===== src/rtl/rsd_pkg.sv =====
`timescale 1ns / 1ps
`default_nettype none

package rsd_pkg;

    // Storage widths
    localparam int LENGTH_BITS_DEF = 32;
    localparam int ACC_W           = 32;
    localparam int PROD_W          = ACC_W + 4;
    localparam int COUNT_W         = 32;

    // Type bytes
    localparam logic [7:0] CH_BULK   = 8'h24;  // '$'
    localparam logic [7:0] CH_INT    = 8'h3A;  // ':'
    localparam logic [7:0] CH_PLUS   = 8'h2B;  // '+'
    localparam logic [7:0] CH_MINUS  = 8'h2D;  // '-'
    localparam logic [7:0] CH_ARRAY  = 8'h2A;  // '*'
    localparam logic [7:0] CH_ZERO   = 8'h30;  // '0'
    localparam logic [7:0] CH_NINE   = 8'h39;  // '9'

    // Remaining status bytes after the type byte
    localparam logic [2:0] OK_SKIP   = 3'd4;
    localparam logic [2:0] FAIL_SKIP = 3'd7;

    // Integer magnitude limits
    localparam logic [PROD_W-1:0] INT_POS_MAX = PROD_W'(64'h7FFF_FFFF);
    localparam logic [PROD_W-1:0] INT_NEG_MAX = PROD_W'(64'h8000_0000);

    typedef enum logic [2:0] {
        EV_STR_START = 3'd0,
        EV_PAYLOAD   = 3'd1,
        EV_STR_END   = 3'd2,
        EV_INTEGER   = 3'd3,
        EV_OK        = 3'd4,
        EV_FAIL      = 3'd5,
        EV_ARR_START = 3'd6,
        EV_FORMAT    = 3'd7
    } event_t;

    // One digit step of a decimal run
    typedef struct packed {
        logic             is_digit;
        logic             overflow;
        logic [ACC_W-1:0] value;
    } digit_res_t;

    // One result beat
    typedef struct packed {
        event_t             ev;
        logic [7:0]         data;
        logic [COUNT_W-1:0] count;
        logic [31:0]        ival;
        logic               last;
    } out_beat_t;

endpackage

`default_nettype wire


===== src/rtl/rsd_digit_acc.sv =====
`timescale 1ns / 1ps
`default_nettype none

module rsd_digit_acc
    import rsd_pkg::*;
(
    input  wire logic [ACC_W-1:0]  acc,
    input  wire logic [7:0]        in_byte,
    input  wire logic [PROD_W-1:0] limit,
    output digit_res_t             res
);

    logic [7:0]        diff;
    logic [PROD_W-1:0] wide;
    logic [PROD_W-1:0] prod;

    // acc * 10 + digit as two shifts and adds
    assign diff = in_byte - CH_ZERO;
    assign wide = PROD_W'(acc);
    assign prod = (wide << 3) + (wide << 1) + PROD_W'(diff[3:0]);

    assign res.is_digit = (in_byte >= CH_ZERO) && (in_byte <= CH_NINE);
    assign res.overflow = prod > limit;
    assign res.value    = prod[ACC_W-1:0];

endmodule

`default_nettype wire


===== src/rtl/rsd_core.sv =====
`timescale 1ns / 1ps
`default_nettype none

module rsd_core
    import rsd_pkg::*;
#(
    parameter int LENGTH_BITS = LENGTH_BITS_DEF
) (
    input  wire logic       aclk,
    input  wire logic       aresetn,
    input  wire logic       in_take,
    input  wire logic [7:0] in_byte,
    output logic            res_valid,
    output out_beat_t       res
);

    typedef enum logic [12:0] {
        PH_IDLE      = 13'b0000000000001,
        PH_INT_FIRST = 13'b0000000000010,
        PH_INT_DIG   = 13'b0000000000100,
        PH_INT_LF    = 13'b0000000001000,
        PH_BULK_LEN  = 13'b0000000010000,
        PH_BULK_LF   = 13'b0000000100000,
        PH_BULK_DATA = 13'b0000001000000,
        PH_TRAIL1    = 13'b0000010000000,
        PH_TRAIL2    = 13'b0000100000000,
        PH_ARR_CNT   = 13'b0001000000000,
        PH_ARR_LF    = 13'b0010000000000,
        PH_OK        = 13'b0100000000000,
        PH_FAIL      = 13'b1000000000000
    } phase_t;

    localparam logic [PROD_W-1:0] LenMax = PROD_W'({LENGTH_BITS{1'b1}});

    phase_t                 phase_reg, phase_next;
    logic [ACC_W-1:0]       acc_reg, acc_next;
    logic                   neg_reg, neg_next;
    logic [2:0]             skip_reg, skip_next;
    logic [LENGTH_BITS-1:0] pay_reg, pay_next;
    logic [LENGTH_BITS-1:0] elem_reg, elem_next;
    logic                   in_arr_reg, in_arr_next;

    logic [PROD_W-1:0]      limit;
    digit_res_t             dig;
    logic [LENGTH_BITS-1:0] acc_len;
    logic [31:0]            ival;
    logic [2:0]             skip_dec;
    logic [LENGTH_BITS-1:0] pay_dec;
    logic [LENGTH_BITS-1:0] elem_dec;
    logic                   fmt_err;

    // Digit limit follows the run being parsed
    always_comb begin
        if (phase_reg == PH_INT_FIRST || phase_reg == PH_INT_DIG) begin
            limit = neg_reg ? INT_NEG_MAX : INT_POS_MAX;
        end else begin
            limit = LenMax;
        end
    end

    rsd_digit_acc u_digit (
        .acc     (acc_reg),
        .in_byte (in_byte),
        .limit   (limit),
        .res     (dig)
    );

    assign acc_len  = LENGTH_BITS'(acc_reg);
    assign ival     = neg_reg ? (32'd0 - 32'(acc_reg)) : 32'(acc_reg);
    assign skip_dec = (skip_reg != 3'd0) ? (skip_reg - 3'd1) : 3'd0;
    assign pay_dec  = pay_reg - LENGTH_BITS'(1);
    assign elem_dec = elem_reg - LENGTH_BITS'(1);

    // Next state and result for one byte
    always_comb begin
        phase_next  = phase_reg;
        acc_next    = acc_reg;
        neg_next    = neg_reg;
        skip_next   = skip_reg;
        pay_next    = pay_reg;
        elem_next   = elem_reg;
        in_arr_next = in_arr_reg;
        fmt_err     = 1'b0;
        res_valid   = 1'b0;
        res         = '0;

        unique case (phase_reg)
            PH_IDLE: begin
                acc_next = '0;
                neg_next = 1'b0;
                if (in_arr_reg && in_byte != CH_BULK) begin
                    fmt_err = 1'b1;
                end else if (in_byte == CH_BULK) begin
                    phase_next = PH_BULK_LEN;
                end else if (in_byte == CH_INT) begin
                    phase_next = PH_INT_FIRST;
                end else if (in_byte == CH_PLUS) begin
                    skip_next  = OK_SKIP;
                    phase_next = PH_OK;
                end else if (in_byte == CH_MINUS) begin
                    skip_next  = FAIL_SKIP;
                    phase_next = PH_FAIL;
                end else if (in_byte == CH_ARRAY) begin
                    phase_next = PH_ARR_CNT;
                end else begin
                    fmt_err = 1'b1;
                end
            end
            PH_INT_FIRST, PH_INT_DIG: begin
                phase_next = PH_INT_DIG;
                if (phase_reg == PH_INT_FIRST && in_byte == CH_MINUS) begin
                    neg_next = 1'b1;
                end else if (phase_reg == PH_INT_FIRST && in_byte == CH_PLUS) begin
                    neg_next = neg_reg;
                end else if (!dig.is_digit) begin
                    phase_next = PH_INT_LF;
                end else if (dig.overflow) begin
                    fmt_err = 1'b1;
                end else begin
                    acc_next = dig.value;
                end
            end
            PH_INT_LF: begin
                phase_next = PH_IDLE;
                acc_next   = '0;
                neg_next   = 1'b0;
                res_valid  = 1'b1;
                res.ev     = EV_INTEGER;
                res.ival   = ival;
                res.last   = 1'b1;
            end
            PH_BULK_LEN, PH_ARR_CNT: begin
                if (!dig.is_digit) begin
                    phase_next = (phase_reg == PH_BULK_LEN) ? PH_BULK_LF : PH_ARR_LF;
                end else if (dig.overflow) begin
                    fmt_err = 1'b1;
                end else begin
                    acc_next = dig.value;
                end
            end
            PH_BULK_LF: begin
                pay_next   = acc_len;
                acc_next   = '0;
                phase_next = (acc_len != '0) ? PH_BULK_DATA : PH_TRAIL1;
                res_valid  = 1'b1;
                res.ev     = EV_STR_START;
                res.count  = COUNT_W'(acc_len);
            end
            PH_BULK_DATA: begin
                pay_next = pay_dec;
                if (pay_dec == '0) begin
                    phase_next = PH_TRAIL1;
                end
                res_valid = 1'b1;
                res.ev    = EV_PAYLOAD;
                res.data  = in_byte;
            end
            PH_TRAIL1: begin
                phase_next = PH_TRAIL2;
            end
            PH_TRAIL2: begin
                phase_next = PH_IDLE;
                res_valid  = 1'b1;
                res.ev     = EV_STR_END;
                res.last   = 1'b1;
                if (in_arr_reg) begin
                    elem_next = elem_dec;
                    if (elem_dec == '0) begin
                        in_arr_next = 1'b0;
                    end else begin
                        res.last = 1'b0;
                    end
                end
            end
            PH_ARR_LF: begin
                acc_next    = '0;
                phase_next  = PH_IDLE;
                elem_next   = acc_len;
                in_arr_next = (acc_len != '0);
                res_valid   = 1'b1;
                res.ev      = EV_ARR_START;
                res.count   = COUNT_W'(acc_len);
                res.last    = (acc_len == '0);
            end
            PH_OK, PH_FAIL: begin
                skip_next = skip_dec;
                if (skip_dec == 3'd0) begin
                    phase_next = PH_IDLE;
                    res_valid  = 1'b1;
                    res.ev     = (phase_reg == PH_OK) ? EV_OK : EV_FAIL;
                    res.last   = 1'b1;
                end
            end
            default: begin
                fmt_err = 1'b1;
            end
        endcase

        // Format error aborts everything
        if (fmt_err) begin
            phase_next  = PH_IDLE;
            acc_next    = '0;
            neg_next    = 1'b0;
            skip_next   = '0;
            pay_next    = '0;
            elem_next   = '0;
            in_arr_next = 1'b0;
            res_valid   = 1'b1;
            res         = '0;
            res.ev      = EV_FORMAT;
            res.last    = 1'b1;
        end
    end

    // State registers advance on each accepted byte
    always_ff @(posedge aclk) begin
        if (!aresetn) begin
            phase_reg  <= PH_IDLE;
            acc_reg    <= '0;
            neg_reg    <= 1'b0;
            skip_reg   <= '0;
            pay_reg    <= '0;
            elem_reg   <= '0;
            in_arr_reg <= 1'b0;
        end else if (in_take) begin
            phase_reg  <= phase_next;
            acc_reg    <= acc_next;
            neg_reg    <= neg_next;
            skip_reg   <= skip_next;
            pay_reg    <= pay_next;
            elem_reg   <= elem_next;
            in_arr_reg <= in_arr_next;
        end
    end

endmodule

`default_nettype wire


===== src/rtl/resp_stream_decoder_unit.sv =====
// Channel  Dir  Ports                                        Beat
// -------  ---  -------------------------------------------  --------------------------
// s_       in   s_valid s_ready s_in_byte                    one stream byte
// m_       out  m_valid m_ready m_event_res m_data_byte      one decoded event
//               m_count_value m_integer_value m_message_last
//
// One byte per cycle while s_ready is high; each event leaves the cycle after its byte.
// Parse state and result are updated in the same cycle from the byte and the
// phase register, then held in the output register.
// s_ready stays high while the output register is empty or being taken.
// Synchronous active-low reset returns the parser to waiting for a type byte.
`timescale 1ns / 1ps
`default_nettype none

module resp_stream_decoder_unit
    import rsd_pkg::*;
#(
    parameter int LENGTH_BITS = LENGTH_BITS_DEF
) (
    input  wire logic               aclk,
    input  wire logic               aresetn,
    input  wire logic               s_valid,
    output logic                    s_ready,
    input  wire logic [7:0]         s_in_byte,
    output logic                    m_valid,
    input  wire logic               m_ready,
    output logic [2:0]              m_event_res,
    output logic [7:0]              m_data_byte,
    output logic [COUNT_W-1:0]      m_count_value,
    output logic signed [31:0]      m_integer_value,
    output logic                    m_message_last
);

    logic      take;
    logic      res_valid;
    out_beat_t res;
    logic      m_valid_reg, m_valid_next;
    out_beat_t out_reg;

    assign s_ready = !m_valid_reg || m_ready;
    assign take    = s_valid && s_ready;

    rsd_core #(
        .LENGTH_BITS (LENGTH_BITS)
    ) u_core (
        .aclk      (aclk),
        .aresetn   (aresetn),
        .in_take   (take),
        .in_byte   (s_in_byte),
        .res_valid (res_valid),
        .res       (res)
    );

    // Output register valid
    always_comb begin
        m_valid_next = m_valid_reg;
        if (take) begin
            m_valid_next = res_valid;
        end else if (m_ready) begin
            m_valid_next = 1'b0;
        end
    end

    always_ff @(posedge aclk) begin
        if (!aresetn) begin
            m_valid_reg <= 1'b0;
        end else begin
            m_valid_reg <= m_valid_next;
        end
    end

    // Output payload
    always_ff @(posedge aclk) begin
        if (take && res_valid) begin
            out_reg <= res;
        end
    end

    assign m_valid         = m_valid_reg;
    assign m_event_res     = out_reg.ev;
    assign m_data_byte     = out_reg.data;
    assign m_count_value   = out_reg.count;
    assign m_integer_value = signed'(out_reg.ival);
    assign m_message_last  = out_reg.last;

endmodule

`default_nettype wire

===== config.mk =====
export PLATFORM = sky130hd
export DESIGN_NAME = resp_stream_decoder_unit
export DESIGN_NICKNAME = d
export VERILOG_FILES = /design/src/rtl/rsd_pkg.sv /design/src/rtl/rsd_digit_acc.sv /design/src/rtl/rsd_core.sv /design/src/rtl/resp_stream_decoder_unit.sv
export SDC_FILE = /design/constraint.sdc
export NUM_CORES = 1
export LEC_CHECK = 0
export ABC_AREA = 0
export BUFFER_PORTS_ARGS = -buffer_cell sky130_fd_sc_hd__buf_2
export CAP_MARGIN = 5
export CORE_ASPECT_RATIO = 0.5
export CORE_MARGIN = 3
export CORE_UTILIZATION = 56
export DETAILED_ROUTE_END_ITERATION = 8
export PLACE_DENSITY = 0.86
export SLEW_MARGIN = 0
export SYNTH_ARGS = -nofsm -noshare
export SYNTH_HDL_FRONTEND = slang
export SYNTH_SLANG_ARGS = --single-unit

===== constraint.sdc =====
create_clock -name aclk -period 9.6 [get_ports aclk]
set_input_delay 1.44 -clock aclk [delete_from_list [all_inputs] [get_ports aclk]]
set_output_delay 1.44 -clock aclk [all_outputs]
set_load 0.05 [all_outputs]

After elaboration in Yosys (flattened, before gate mapping):

Cells that the tools add are included.

* register bits after elaboration: 191
* input port bits: 12
* output and inout port bits: 78
* word-level logic and storage cells: 165

* $add $sub $neg: 7
* $lt $le $gt $ge: 3
* equality and inequality tests: 31
* muxes and demuxes: 67
* bitwise logic cells: 3
* reductions and logical operators: 41

Operators by type and width (count)
* $mux 32: 10
* $mux 13: 12
* $pmux 32 s2: 2
* $pmux 13 s8: 1
* $logic_not 32->1: 3
* $pmux 32 s3: 1
* $sub 32x1->32 const B: 2
* $eq 8x6->1 const B: 5
* $add 35x33->36: 1
* $add 36x4->36: 1
* $gt 36x36->1: 1
* $mux 36: 1
* $reduce_bool 32->1: 1
* $sub 1x32->32 const A: 1
* $mux 3: 8
* $mux 1: 22
* $reduce_or 2->1: 8
* $ne 3x2->1 const B: 5
* $pmux 3 s5: 1
* $reduce_bool 3->1: 5
* $eq 13x1->1 const B: 1
* $eq 13x10->1 const B: 1
* $eq 13x11->1 const B: 1
* $eq 13x12->1 const B: 1
* other kinds (41): 57

Depth between registers and ports, before layout:

Gate-level depths: netlist (run 1).

* depth in word-level cells: 11
* depth in mapped cells: 25
* depth with buffers taken out: 23

Cells and area by module:

A second synthesis (run 1) with hierarchy kept.

* cells, all modules: 1644
* area, all modules: 13872.1 µm²

Modules (own cells, without submodules)
* rsd_core: times used 1, cells each 1147, area an instance 8375.5 µm², seq. area each 2282.2 µm²
* rsd_digit_acc: times used 1, cells each 415, area an instance 3143.0 µm², seq. area each 0.0 µm²
* resp_stream_decoder_unit: times used 1, cells each 82, area an instance 2353.5 µm², seq. area each 2302.2 µm²

Least setup slack after synthesis (run 1):

OpenSTA, ideal clock, no wires.

* path type: in2reg
* start point: input port s_in_byte[3]
* end point: register out_reg, in the netlist m_count_value[0] (enable)
* setup time: 556 ps
* data arrival time: 9239 ps
* required time: 9044 ps
* path slack: -195 ps
* stages on the path: 21
* path buffers: 2
* cells stage by stage: fa_1 > fa_1 > a211oi_1 > o21ai_0 > a21o_1 > a21oi_1 > nor2b_1 > a311o_1 > a21oi_1 > xnor2_1 > ha_1 > nand4_1 > nor4_1 > a221o_1 > nor4_1 > nor3_1 > or4b_4 > o31ai_2 > buf_2 > buf_4 > a31oi_1

* word-level cells in the longest chain between the ends: 10
* elaborated cells on any way between the ends: 28
* classes of those cells: add/sub: 2; order compare: 3; eq/ne: 6; mux: 12; reduce/logical: 5

RTL lines
* from (decl): line resp_stream_decoder_unit.sv:24 `input wire logic [7:0] s_in_byte,`
* $sub 4x1->4 or $eq 8x6->1 (tied branches): line rsd_digit_acc.sv:18, rsd_core.sv:103
* $add 36x4->36 or $mux 1 (tied branches): line rsd_digit_acc.sv:20, rsd_core.sv:103
* $gt 36x36->1 or $mux 1 (tied branches): line rsd_digit_acc.sv:23, rsd_core.sv:100
* $mux 1, on equally long branches: line rsd_core.sv:117, rsd_core.sv:135, rsd_core.sv:97
* $mux 1, on equally long branches: line rsd_core.sv:115, rsd_core.sv:95
* $mux 1, on equally long branches: line rsd_core.sv:113, rsd_core.sv:93
* $mux 1, on equally long branches: line rsd_core.sv:111, rsd_core.sv:91
* $pmux 1 s4 (*): line rsd_core.sv:87 `unique case (phase_reg)`
* $mux 1 (*): line rsd_core.sv:200 `if (fmt_err) begin`
* $logic_and 1x1->1 (*): line resp_stream_decoder_unit.sv:74 `if (take && res_valid) begin`
* to (signal assigned): line resp_stream_decoder_unit.sv:75 `out_reg <= res;`
* to (decl): line resp_stream_decoder_unit.sv:38 `out_beat_t out_reg;`

Every way passes the cells marked *; elsewhere a longest branch is shown, timed or not.
A chain may end at the register's enable or synchronous reset.

Final worst setup path (run 1):

* start point: input port s_in_byte[3]
* end point: register u_core.pay_reg[19]

* word-level cells in the longest chain between the ends: 10
* elaborated cells on any way between the ends: 29
* classes of those cells: add/sub: 2; order compare: 3; eq/ne: 6; mux: 12; reduce/logical: 6

RTL lines
* $sub 4x1->4 or $eq 8x6->1 (tied branches): line rsd_digit_acc.sv:18, rsd_core.sv:103
* $add 36x4->36 or $mux 1 (tied branches): line rsd_digit_acc.sv:20, rsd_core.sv:103
* $gt 36x36->1 or $mux 1 (tied branches): line rsd_digit_acc.sv:23, rsd_core.sv:100
* $mux 1, on equally long branches: line rsd_core.sv:117, rsd_core.sv:135, rsd_core.sv:97
* $mux 1, on equally long branches: line rsd_core.sv:115, rsd_core.sv:95
* $mux 1, on equally long branches: line rsd_core.sv:113, rsd_core.sv:93
* $mux 1, on equally long branches: line rsd_core.sv:111, rsd_core.sv:91
* $pmux 1 s4 (*): line rsd_core.sv:87
* $reduce_bool 3->1 (no line)
* $reduce_and 2->1 (no line)
* to (signal assigned): line rsd_core.sv:230 `pay_reg <= pay_next;`
* to (decl): line rsd_core.sv:39 `logic [LENGTH_BITS-1:0] pay_reg, pay_next;`

Marks and branches as above.

==> qor.txt, run 1 <==
status - completed
prevailing post-synth register cell - dfxtp_1
clock tree sinks - 191
Post-Place Setup Slack - 1570 ps
relative slew slack - 29.6%
critical path cell sequence - buf_2 > fa_1 > fa_1 > a211oi_1 > o21ai_0 > o21ai_0 > nand3_1 > a31oi_1 > o21ai_0 > a21o_1 > a21oi_1 > xnor2_1 > ha_1 > o21ai_0 > o21bai_1 > a21oi_1 > o21ai_0 > nor4_1 > nor3_1 > or4b_4 > o31ai_4 > buf_4 > nand2_1 > a31oi_1
placed cells - 1927
Final min period - 7750 ps
Final GP Congestion - 0.990
Req. time, crit path - 9980 ps
Starting Density - 57.9%
Setup Fix Bufs, Post-CTS - 0
global-route wire length before repair - 65.7 mm
Final setup viols - 0
hold bufs inserted after CTS - 0
diode count - 0
clock latency on the worst-skew pair - 460 ps
vias in the first global route - 11800
worst-case clock buffer depth - 2
Post-synth ARST share - 0%
Tot GR Track Use - 32.3%
First-pass DRT Iterations - 7
DR DRC count - 0
Max Freq - 0.129 GHz
CTS clk-pin slew, worst paths - 70 ps
fin cells - 1959
Chip Width - 225 µm
worst path arrival time - 8130 ps
1st-iter DRT viols - 2034
Peak VDD IR - 0.142 mV
Critical Path Sink Type - flip-flop
CTS tree - built
critical path's largest stage delay - 600 ps
Core Footprint - 23200 µm²
Synth warnings - 0
synthesized net count - 1732
Hold Fails Final Rpt - 0
Layout area overhead - 8.38%
# nets final - 1755
filler cell count - 1865
setup TNS - 0 ps
critical-path cell with the highest stage delay - or4b_4
Hold WC Path Type - flip-flop to flip-flop
Synth top area share - 17.1%
dominant cells by area after synthesis - dfxtp_1 (17%), edfxtp_1 (17%), ha_1 (9.5%)
Via density - 6.71
Post-synth EDFFs - 76
Chip Height - 116 µm
RSZ-0062 raised after global routing - no
Pleak - 6.09 nW
crit share post-route - 80.8%
max cap viols - 0
cell mode on critical path - o21ai_0
Slew @ Worst Pin - 1050 ps
Post-DRT Antenna Nets - 0
Worst Path Class, Setup - primary input to flip-flop
synthesized cell area - 13400 µm²
via count - 13100
IO Pins - 90
Syn Inst Count - 1616
clock buffers created by TritonCTS - 17
Final WS setup - 1850 ps
largest net degree at the start of global routing - 61
detailed placer's ending HPWL - 29.5 mm
die area - 26000 µm²
Pins Over Slew Limit - 0
CTS H-tree lvls - 4
#FFs+latches synth - 191
antenna violations before repair - 0
commonest cells after routing, fill and taps aside - nor2_1 (181), a21oi_1 (143), dfxtp_1 (115)
port bufs - 89
# rows - 39
Startpoint Class - primary input
Unique masters post-synth - 83
Root Driver - clkbuf_16
clk_skew - 12.3 ps
Syn Area/Cell - 8.31 µm²
Routed WL - 42.4 mm
post-CTS sizing - 0
grt ovf - 0
Seq/Total Area, Yosys - 34.1%
layout cells sized above 1 - 10.0%
average wire per standard cell - 21.7 µm
Cell Pwr Density - 119 nW/µm²
leading cell type in the layout, fill and taps excluded - nor2_1
Synth area leader - dfxtp_1
Max Fanout on Critical Path - 30
==> power by group <==
group | total [W] | internal, W | switching, W
clock | 0.000693 | 0.000340 | 0.000353
sequential | 0.000868 | 0.000860 | 0.00000754
combinational | 0.000165 | 0.0000349 | 0.000130
==> cell families (layout without fill, tap and decap cells) <==
logic type | count (synthesis) | in the layout | synth area share, %
buffers and inverters | 157 | 193 | 4.76
flip-flops | 191 | 191 | 34.1
XOR/XNOR | 92 | 92 | 6.00
adder cells (fa/ha/maj) | 104 | 104 | 9.80
multiplexers | 2 | 2 | 0.149
AND/OR/NAND/NOR | 599 | 599 | 22.6
AO/OA/AOI/OAI | 471 | 471 | 22.6
==> per-stage QoR <==
step	utilization [%]	total power [W]	instance area, µm²	hold slack, ps
final	62.8	0.00173	14600	491
after global routing	62.8	0.00177	14600	506
after CTS	62.8	0.00172	14600	490
after detailed placement	60.4	0.00105	14000	478
after global placement	60.4	0.00105	14000	471
after floorplan	-	0.00101	13400	454
==> cell usage after synthesis (38+ instances only) <==
cell type	instances
a21oi_1	143
and2_1	41
clkbuf_1	90
dfxtp_1	115
edfxtp_1	76
ha_1	102
inv_1	51
nand2_1	102
nand3_1	41
nand4_1	39
nor2_1	183
nor3_1	51
o21ai_0	91
xnor2_1	38
xor2_1	54
==> final timing paths <==
check	from	endpoint	slack (ps)	cells after the start
max	s_in_byte[3]	u_core.pay_reg[19]	1850	24
min	u_core.elem_reg[6]	u_core.elem_reg[6]	490	2
max reg2reg	u_core.acc_len[2]	u_core.pay_reg[19]	2070	23
min reg2reg	u_core.elem_reg[6]	u_core.elem_reg[6]	490	2
==> area by class of cell <==
class	count	area, µm²	share of cell area, %
multi-input cells	1268	8240	56.6
flip-flops and latches	191	4580	31.5
repair buffers	110	603	4.14
clock buffers	18	429	2.95
well taps	307	384	2.64
inverters	51	191	1.32
clock inverters	14	121	0.834
==> per-layer routing <==
metal	part of all wire, %	track usage (%)	up-vias
met5	0	0	-
met4	5.5	16.2	0
met3	14	8.58	166
met2	42	48.9	898
met1	39	43.0	6030
li1	-	-	6049
==> critical path, delay by kind of cell <==
family / cells / cell delay [ps]
AOI/OAI and AO/OA: 13 / 2710
and+or+nand+nor: 5 / 1870
adders and majority gates: 3 / 1320
buffers and inverters: 2 / 590
xor gates and xnor gates: 1 / 170
Note: power is estimated with default switching activity, not from simulation.
==> run 2, diff against run 1 <==
--- a/config.mk
+++ b/config.mk
@@ -5,12 +5,12 @@
 export SDC_FILE = /design/constraint.sdc
 export NUM_CORES = 1
 export LEC_CHECK = 0
-export ABC_AREA = 0
+export ABC_AREA = 1
 export BUFFER_PORTS_ARGS = -buffer_cell sky130_fd_sc_hd__buf_2
 export CAP_MARGIN = 5
 export CORE_ASPECT_RATIO = 0.5
 export CORE_MARGIN = 3
-export CORE_UTILIZATION = 56
+export CORE_UTILIZATION = 57
 export DETAILED_ROUTE_END_ITERATION = 8
 export PLACE_DENSITY = 0.86
 export SLEW_MARGIN = 0
==> constraint.sdc (replaced) <==
create_clock -name aclk -period 6.8 [get_ports aclk]
set_input_delay 1.02 -clock aclk [delete_from_list [all_inputs] [get_ports aclk]]
set_output_delay 1.02 -clock aclk [all_outputs]
set_load 0.05 [all_outputs]
==> run 2 against run 1 <==
Effect of this change: non-clock buffer count shrank 9; synthesized area grew 10%; routed wire length grew 6.9%; first-iteration DRC count grew 1.4%; via count grew 14%; critical path depth grew 4; flip-flop and latch count is the same; sequential share of layout area shrank 2.9 points; largest cell class unchanged.
==> qor.txt, run 2 <==
worst hold margin - 482 ps
First-pass DRT Iterations - 7
crit share post-route - 80.8%
Post-synth ARST share - 0%
Critical Path Sink Type - flip-flop
top-count cell post-synth - nand2_1
Seq/Total Area, Yosys - 31.0%
Synth area leader - nand2_1
Tot GR Track Use - 32.6%
CTS clk-pin slew, worst paths - 80 ps
CTS tree - built
register area - 4580 µm²
grt ovf - 0
Sw Share - 57.2%
setup slack, reg-to-reg - 1410 ps
Core Util, Final - 64.8%
filler cell count - 2203
Final min period - 5490 ps
Final setup viols - 0
RSZ-0062 raised after global routing - no
IO Pins - 90
vias in the first global route - 13600
leading cell type in the layout, fill and taps excluded - nand2_1
commonest cells after routing, fill and taps aside - nand2_1 (624), nor2_1 (511), inv_1 (239)
Worst R2R Path Depth - 28
Req. time, crit path - 6980 ps
DR DRC count - 0
Layout area overhead - 8.14%
Max Fanout on Critical Path - 67
cell mode on critical path - nand2_1
detailed placer's ending HPWL - 34.0 mm
worst-case clock buffer depth - 2
Core Footprint - 24700 µm²
critical path's largest stage delay - 530 ps
average wire per standard cell - 16.9 µm
clock buffers created by TritonCTS - 17
#FFs+latches synth - 191
Crit Reg-Reg Endpoint - m_integer_value[29]
Syn Area/Cell - 6.52 µm²
die area - 28100 µm²
largest net degree at the start of global routing - 86
clock tree sinks - 191
Critical path origin - s_in_byte[3]
via count - 15000
Pins Over Slew Limit - 0
clk_skew - 13.0 ps
Unique masters post-synth - 50
Setup Fix Bufs, Post-CTS - 0
max cap viols - 0
Routed WL - 45.4 mm
Syn Inst Count - 2271
placed cells - 2642
Final GP Congestion - 1.01
Peak VDD IR - 0.336 mV
Worst Path Class, Setup - primary input to flip-flop
Synth top area share - 15.8%
clock latency on the worst-skew pair - 460 ps
Cell Pwr Density - 563 nW/µm²
Combinational Power Share - 63.7%
Clock Power Share - 11.6%
reg2reg start - u_core.acc_len[3]
1st-iter DRT viols - 2062
critical-path cell with the highest stage delay - fa_1
fin cells - 2676
dominant cells by area after synthesis - nand2_1 (16%), dfxtp_1 (16%), edfxtp_1 (15%)
post-CTS sizing - 0
relative slew slack - 17.0%
prevailing post-synth register cell - dfxtp_1
Hold WC Path Type - flip-flop to flip-flop
Max Freq - 0.182 GHz
Synth warnings - 0
global-route wire length before repair - 71.4 mm
Chip Height - 120 µm
Hold Fails Final Rpt - 0
antenna violations before repair - 3
Post-DRT Antenna Nets - 0
layout cells sized above 1 - 8.81%
hold bufs inserted after CTS - 0
# rows - 40
setup TNS - 0 ps
Int Power - 0.00386 W
Via density - 5.61
Setup crit end - m_integer_value[29]
net switching power - 0.00515 W
Root Driver - clkbuf_16
# nets final - 2441
synthesized net count - 2387
synthesized cell area - 14800 µm²
port bufs - 89
worst path arrival time - 5670 ps
Chip Width - 234 µm
status - completed
CTS H-tree lvls - 4
Startpoint Class - primary input
Pleak - 8.14 nW
Synth top cells by count - nand2_1 (624), nor2_1 (514), inv_1 (240)
Starting Density - 59.9%
Slew @ Worst Pin - 1240 ps
Post-synth EDFFs - 76
Multi-input gate area - 8880 µm²
Flop pwr share - 24.6%
-- run 2: cell types whose count changed after synthesis, sizes merged, moves of 30 or more --
cell | before | now
nand3 | 42 | 116
nor2 | 183 | 538
nand2 | 102 | 636
o21ai | 102 | 30
a21oi | 143 | 101
inv | 51 | 256
a31oi | 31 | 1
a22o | 32 | 0
nor4 | 31 | 1
and2 | 43 | 1
clkbuf | 90 | 38
-- run 2: cell type report --
type                       instances  share of cell area [%]
inverter                         259                    6.10
timing repair buffer             101                    3.42
antenna                            2                  0.0313
clock inverter                    14                   0.977
multi-input combinational       1755                    55.5
tap                              336                    2.63
sequential                       191                    28.6
clock buffer                      18                    2.74
-- run 2: through the flow --
step                      cell area [µm²]  setup WS, ps  power (W)
after floorplan                     14800           629    0.00647
after global placement              15400          1090    0.00771
after detailed placement            15400           951    0.00780
after CTS                           16000          1400    0.00889
after global routing                16000          1020    0.00969
final                               16000          1310    0.00901
-- run 2: cell families (layout without fill, tap and decap cells) --
group,after synthesis,after routing,share of synthesized area [%]
DFF,191,191,31.0
buffers and inverters,325,392,9.10
AOI/OAI and AO/OA,181,181,7.07
and+or+nand+nor,1374,1374,38.3
other,0,2,0
xor gates and xnor gates,96,96,5.68
adders and majority gates,104,104,8.89
-- run 2: power groups by stage --
stage	Sequential (W)	Combinational [W]	Clock, W
final	0.00222	0.00574	0.00105
after detailed placement	0.00220	0.00560	0
after CTS	0.00218	0.00565	0.00106
after global placement	0.00219	0.00552	0
after floorplan	0.00270	0.00376	0
after global routing	0.00224	0.00635	0.00110
-- run 2: worst min path at each step --
stage                                  from           endpoint  slack (ps)  cells after the start
after global placement    u_core.pay_reg[1]  u_core.pay_reg[1]         450                      2
after CTS                 u_core.pay_reg[1]  u_core.pay_reg[1]         470                      2
final                     u_core.pay_reg[1]  u_core.pay_reg[1]         480                      2
after detailed placement  u_core.pay_reg[1]  u_core.pay_reg[1]         460                      2
after global routing      u_core.pay_reg[1]  u_core.pay_reg[1]         500                      2
after floorplan           u_core.pay_reg[1]  u_core.pay_reg[1]         440                      2
-- run 2: worst max-delay path: cells and delay by family --
kind / cells / cell delay (ps)
buffers and inverters: 5 / 950
AO/OA/AOI/OAI: 2 / 410
adder cells (fa/ha/maj): 3 / 1320
AND/OR/NAND/NOR: 17 / 1710
XOR/XNOR: 1 / 210
-- run 2: routing by layer --
metal	wire length (µm)	global-route usage (%)
met1	19300	44.9
met2	19000	48.2
met3	5540	10.0
met4	1450	11.5
met5	13	0
